===== src/rtl/hcdi_pkg.sv =====
// Shared types and constants for the hash chain directory indexer.
package hcdi_pkg;

  localparam int NAME_W        = 64;
  localparam int IDX_W         = 14;
  localparam int BUCKET_W      = 13;
  localparam int HASH_W        = 16;
  localparam int HASH_BITS_W   = 4;
  localparam int FOLD_W        = 32;
  localparam int K_W           = 5;

  localparam int BUCKET_DEPTH_DEFAULT = 8192;
  localparam int ENTRY_DEPTH_DEFAULT  = 16384;

  localparam logic [FOLD_W-1:0]      HASH_MULT       = 32'hE20B7AC6;
  localparam logic [HASH_BITS_W-1:0] HASH_BITS_RESET = 4'd6;
  localparam logic [K_W-1:0]         MIN_HASH_BITS   = 5'd6;
  localparam logic [IDX_W-1:0]       ROOT_IDX        = 14'd1;

  typedef struct packed {
    logic clear;
    logic load;
    logic sum;
    logic fold;
    logic mul;
    logic read;
    logic finish;
  } cmd_t;

  typedef struct packed {
    logic clear_last;
    logic out_free;
  } stat_t;

endpackage


===== src/rtl/hcdi_ctrl.sv =====
// Sequencing state machine for the hash chain directory indexer.
module hcdi_ctrl (
  input  logic           clk,
  input  logic           rst,
  input  logic           in_valid,
  output logic           in_ready,
  input  hcdi_pkg::stat_t stat,
  output hcdi_pkg::cmd_t  cmd
);

  typedef enum logic [6:0] {
    S_CLEAR = 7'b0000001,
    S_IDLE  = 7'b0000010,
    S_SUM   = 7'b0000100,
    S_FOLD  = 7'b0001000,
    S_MUL   = 7'b0010000,
    S_READ  = 7'b0100000,
    S_DONE  = 7'b1000000
  } state_t;

  state_t state;
  state_t state_next;

  always_ff @(posedge clk) begin
    if (rst) begin
      state <= S_CLEAR;
    end else begin
      state <= state_next;
    end
  end

  always_comb begin
    state_next = state;
    cmd        = '0;
    in_ready   = 1'b0;
    unique case (state)
      S_CLEAR: begin
        cmd.clear = 1'b1;
        if (stat.clear_last) begin
          state_next = S_IDLE;
        end
      end
      S_IDLE: begin
        in_ready = 1'b1;
        if (in_valid) begin
          cmd.load   = 1'b1;
          state_next = S_SUM;
        end
      end
      S_SUM: begin
        cmd.sum    = 1'b1;
        state_next = S_FOLD;
      end
      S_FOLD: begin
        cmd.fold   = 1'b1;
        state_next = S_MUL;
      end
      S_MUL: begin
        cmd.mul    = 1'b1;
        state_next = S_READ;
      end
      S_READ: begin
        cmd.read   = 1'b1;
        state_next = S_DONE;
      end
      S_DONE: begin
        if (stat.out_free) begin
          cmd.finish = 1'b1;
          state_next = S_IDLE;
        end
      end
      default: begin
        state_next = S_CLEAR;
      end
    endcase
  end

  a_clear_ends_idle: assert property (@(posedge clk) disable iff (rst)
    (state == S_CLEAR && stat.clear_last) |=> (state == S_IDLE))
    else $error("clearing pass did not hand over to idle");

  a_one_at_a_time: assert property (@(posedge clk) disable iff (rst)
    (in_valid && in_ready) |=> !in_ready)
    else $error("new request taken while one is in flight");

endmodule


===== config.mk =====
export PLATFORM = sky130hd
export DESIGN_NAME = hcdi_ctrl
export DESIGN_NICKNAME = d
export VERILOG_FILES = /design/src/rtl/hcdi_pkg.sv /design/src/rtl/hcdi_ctrl.sv
export SDC_FILE = /design/constraint.sdc
export NUM_CORES = 1
export LEC_CHECK = 0
export BUFFER_PORTS_ARGS = -buffer_cell sky130_fd_sc_hd__buf_2
export CORE_AREA = 2 2 39 41
export CTS_CLUSTER_DIAMETER = 30
export CTS_CLUSTER_SIZE = 28
export DETAILED_ROUTE_END_ITERATION = 10
export DIE_AREA = 0 0 41 43
export GPL_ROUTABILITY_DRIVEN = 0
export PLACE_DENSITY = 0.58
export SYNTH_ARGS = -nofsm -noshare
export SYNTH_HDL_FRONTEND = slang
export SYNTH_SLANG_ARGS = --single-unit

===== constraint.sdc =====
create_clock -name clk -period 1.92 [get_ports clk]
set_input_delay 0.384 -clock clk [delete_from_list [all_inputs] [get_ports clk]]
set_output_delay 0.384 -clock clk [all_outputs]
set_load 0.01 [all_outputs]

# Word-level counts from Yosys, hierarchy flattened
# Cells that the tools add are included.
# totals
reg_bits	7
input_bits	5
word_cells	26
# classes
eq_ne	10
mux	14
reduce_logical	1
# op_table
operator	n
7-bit one-hot mux with 7 select lines	1
7-bit 2-to-1 mux	3
1-bit 2-to-1 mux	10
7-bit by 1-bit == test with 1-bit output (second input constant)	1
7-bit by 2-bit == test with 1-bit output (second input constant)	1
7-bit by 3-bit == test with 1-bit output (second input constant)	1
7-bit by 4-bit == test with 1-bit output (second input constant)	1
7-bit by 5-bit == test with 1-bit output (second input constant)	1
7-bit by 6-bit == test with 1-bit output (second input constant)	1
7-bit == test (second input constant)	1
2-bit inequality test (second input constant)	3
3-bit AND reduction	1

# Depth between registers and ports, before layout
# logic_depth
ltp_word	3
mapped_depth	5
depth_no_buf	4

# Least setup slack after synthesis
# No wires, ideal clock.
# synth_timing
kind	register to output
from	register state[6]
to	output cmd[3] in the netlist's numbering
arrival_time_ps	1394
t_required_ps	1536
slack_ps	142
path_stages_with_launch	5
path_buffers	1
cell_sequence	dfxtp_1 or3_1 buf_2 or3_4 nor3b_2
# synth_lines
item	line	rtl
start, declared	hcdi_ctrl.sv:21	state_t state;
start signal, assigned	hcdi_ctrl.sv:28	state <= state_next;
end, declared	hcdi_ctrl.sv:8	output hcdi_pkg::cmd_t cmd

==> flow_summary_export.csv <==
group,metric,value,unit
outcome,outcome,"complete, but fails checks",
outcome,failed_checks,"setup timing",
place,io_buffer_count,12,
final_layout,multiInputGateArea,256.5,sq um
floorplan,coreArea,1384,sq um
synthesis,ys_warn_count,0,
final_layout,largest_registers,"state (7)",
sta,finClkSkew,0.003954,ns
drt,route.detailed.drc,0,
setup_path,cp_slowest_stage_delay,0.38,ns
drt,vias,390,
global_route,grt-ovfl-total,0,
floorplan,dieArea,1763,sq um
global_route,grt_pass1_vias,325,
setup_path,crit_chain,"or3_4 -> or3_4 -> nor3b_2 -> buf_2",
synthesis,synth_top_area_share,0.3556,
final_layout,largest_reg_flops,7,
hold_path,hp-start,"rst",
sta,rsz0062_at_grt,"yes",
floorplan,start_util,0.2848,
sta,final.setup.tns,-0.1775,ns
sta,worst_pin_slew,0.3810,ns
final_layout,fin_nets,68,
final_layout,n_antenna_cell,0,
global_route,antenna_found_initial,0,
floorplan,dieWidth,41,um
sta,period_share,1.050,
final_layout,regArea,142.6,sq um
setup_path,slowest_stage,"or3_4",
synthesis,ys_seq_elements,7,
clock_network,numCtsBuffers,3,
final_layout,fin_area,524.3,sq um
clock_network,cts-root-buf,"clkbuf_4",
drt,detail_route.vias_per_cell,5.000,
setup_path,worst_ep_required_time,1.54,ns
place,place_area,469.2,sq um
power_and_ir_drop,power_density,1195,nW/um^2
drt,ant_nets,0,
sta,fmax,496.1,MHz
drt,drt_iter0_drc,7,
global_route,globalRouteTotalUtil,0.1128,
synthesis,synth_area_per_cell,8.568,sq um
global_route,grt_pass1_wl,1269,um
place,post-place-ws,0.1264,ns
clock_network,postCtsHoldBufs,0,
setup_path,crit_fanout,2,
sta,finalWorstSetupSlack,-0.09570,ns
global_route,grt_max_degree,7,
sta,slew_violations,0,
setup_path,cp-start-kind,"flop",
setup_path,worstSetupStartpoint,"state[6]",
final_layout,top_register,"state",
sta,hold-worst-slack,0.3674,ns
sta,setup_viol_count_final,2,
synthesis,synthCells,46,
drt,wire_per_inst,10.88,um
power_and_ir_drop,p_total,0.6263,mW
setup_path,crit_top_cell,"or3_4",
setup_path,critPathKind,"reg2out",
drt,firstDrtPassIters,4,
clock_network,cts_max_path_buffers,2,
synthesis,seq_area_frac_synth,0.3556,
clock_network,clkLatencyLatePin,0.25,ns
clock_network,cts_sinks,7,
floorplan,dieHeight,43,um
final_layout,syn2layout_area_growth,33.02,%
synthesis,syn_area,394.1,sq um
hold_path,worstHoldPathType,"in2reg",
final_layout,drive_above_1_share,0.4032,
setup_path,cp.arrival,1.63,ns
synthesis,synthArstFlopShare,0,
synthesis,synth_nets,51,
synthesis,synth_top_area_cell,"dfxtp_1",
final_layout,final_cells,78,
power_and_ir_drop,power_leakage,0.2347,nW
floorplan,rows,14,
final_layout,fillCellCount,153,
final_layout,fin_util,0.3788,
sta,relSlewSlack,0.7424,
clock_network,clk_pin_slew_worst_paths,0.05,ns
place,dp_hpwl,646,um
synthesis,ys.flop_type,"dfxtp_1",
setup_path,reg2reg_from,"state[6]",
job,drv_cap,0,
clock_network,cts_tree,"yes",
drt,wl,849,um
synthesis,synth_area_leaders,"dfxtp_1 36%, nor3b_2 6.3%, nor2_1 5.7%, nor3_1 3.8%, and2b_1 3.8%",
synthesis,synth_cell_types,25,
sta,report.final.hold_viol_count,0,
setup_path,crit_path_end_kind,"output port",
sta,min_period,2.016,ns
floorplan,io_pins,13,
power_and_ir_drop,ir_drop,0.4471,mV
clock_network,cts_max_level,1,
synthesis,synth_edf_count,0,
place,dp.cells,73,
## cells by family (layout without fill, tap and decap cells)
logic type | Yosys count | after routing | synth area share
simple gates | 28 | 28 | 0.4635
compound gates | 7 | 7 | 0.1175
flops | 7 | 7 | 0.3555
buf+inv | 3 | 19 | 0.04126
xor+xnor | 1 | 1 | 0.02223
## what timing repair did
item | CTS | global route
gates resized for setup | 4 | 2
setup buffers | 1 | 0
endpoints found under the setup margin | 3 | 4
pin swaps | 2 | 1
## power breakdown
group | switching, mW | internal [mW] | total (mW)
combinational | 0.153 | 0.141 | 0.294
sequential | 0.0279 | 0.174 | 0.202
clock | 0.0517 | 0.0791 | 0.131
## final timing paths
path	end	slack (ns)	depth (start not counted)
worst max-delay path	cmd[3]	-0.1	4
worst min-delay path	state[5]	0.37	2
worst max register to register	state[4]	0.50	4
worst min register to register	state[0]	0.62	3
## cell type report
type                    count  area share
clock buffers               4     0.05012
inverters                   1    0.007160
multi-input cells          36      0.4893
flip-flops and latches      7      0.2721
well taps                  16     0.03819
repair buffers             14      0.1432
## layer usage
| layer | track usage | wire [um] | vias to the layer above |
|---|---|---|---|
| met5 | 0 | 0 | - |
| met1 | 0.1461 | 413 | 182 |
| met3 | 0.03141 | 41 | 2 |
| met2 | 0.1438 | 375 | 10 |
| li1 | - | - | 196 |
| met4 | 0.1000 | 19 | 0 |
## cell usage in the layout (no fill, tap or decap)
cell type,count
dfxtp_2,2
nor2_1,5
xnor2_1,1
nor2_4,1
and2b_1,2
clkbuf_1,1
o31ai_1,1
nor3b_2,2
a31oi_1,1
and3_1,2
inv_1,1
or2b_1,1
or3_4,2
nand3b_1,2
buf_2,12
and2_1,1
nand2b_1,2
nor4b_1,1
nor4_2,1
o22ai_1,1
dfxtp_1,5
buf_4,2
o21a_1,1
nor2b_1,2
or3_1,1
a2bb2oi_1,1
nor3_1,3
a21oi_1,2
clkbuf_4,3
## worst max-delay path, delay by kind of cell, from the launching register on
| family | cells | cell delay, ns |
|---|---|---|
| and+or+nand+nor | 3 | 0.91 |
| DFF | 1 | 0.32 |
| buffers and inverters | 1 | 0.16 |
## cells in the mapped netlist (2+ instances only)
cell type	instances
dfxtp_1	7
nor2_1	6
nor3_1	3
a21oi_1	2
and2b_1	2
and3_1	2
nand2b_1	2
nand3b_1	2
nor2b_1	2
nor3b_2	2
or3_1	2
(Power assumes the default switching activity.)
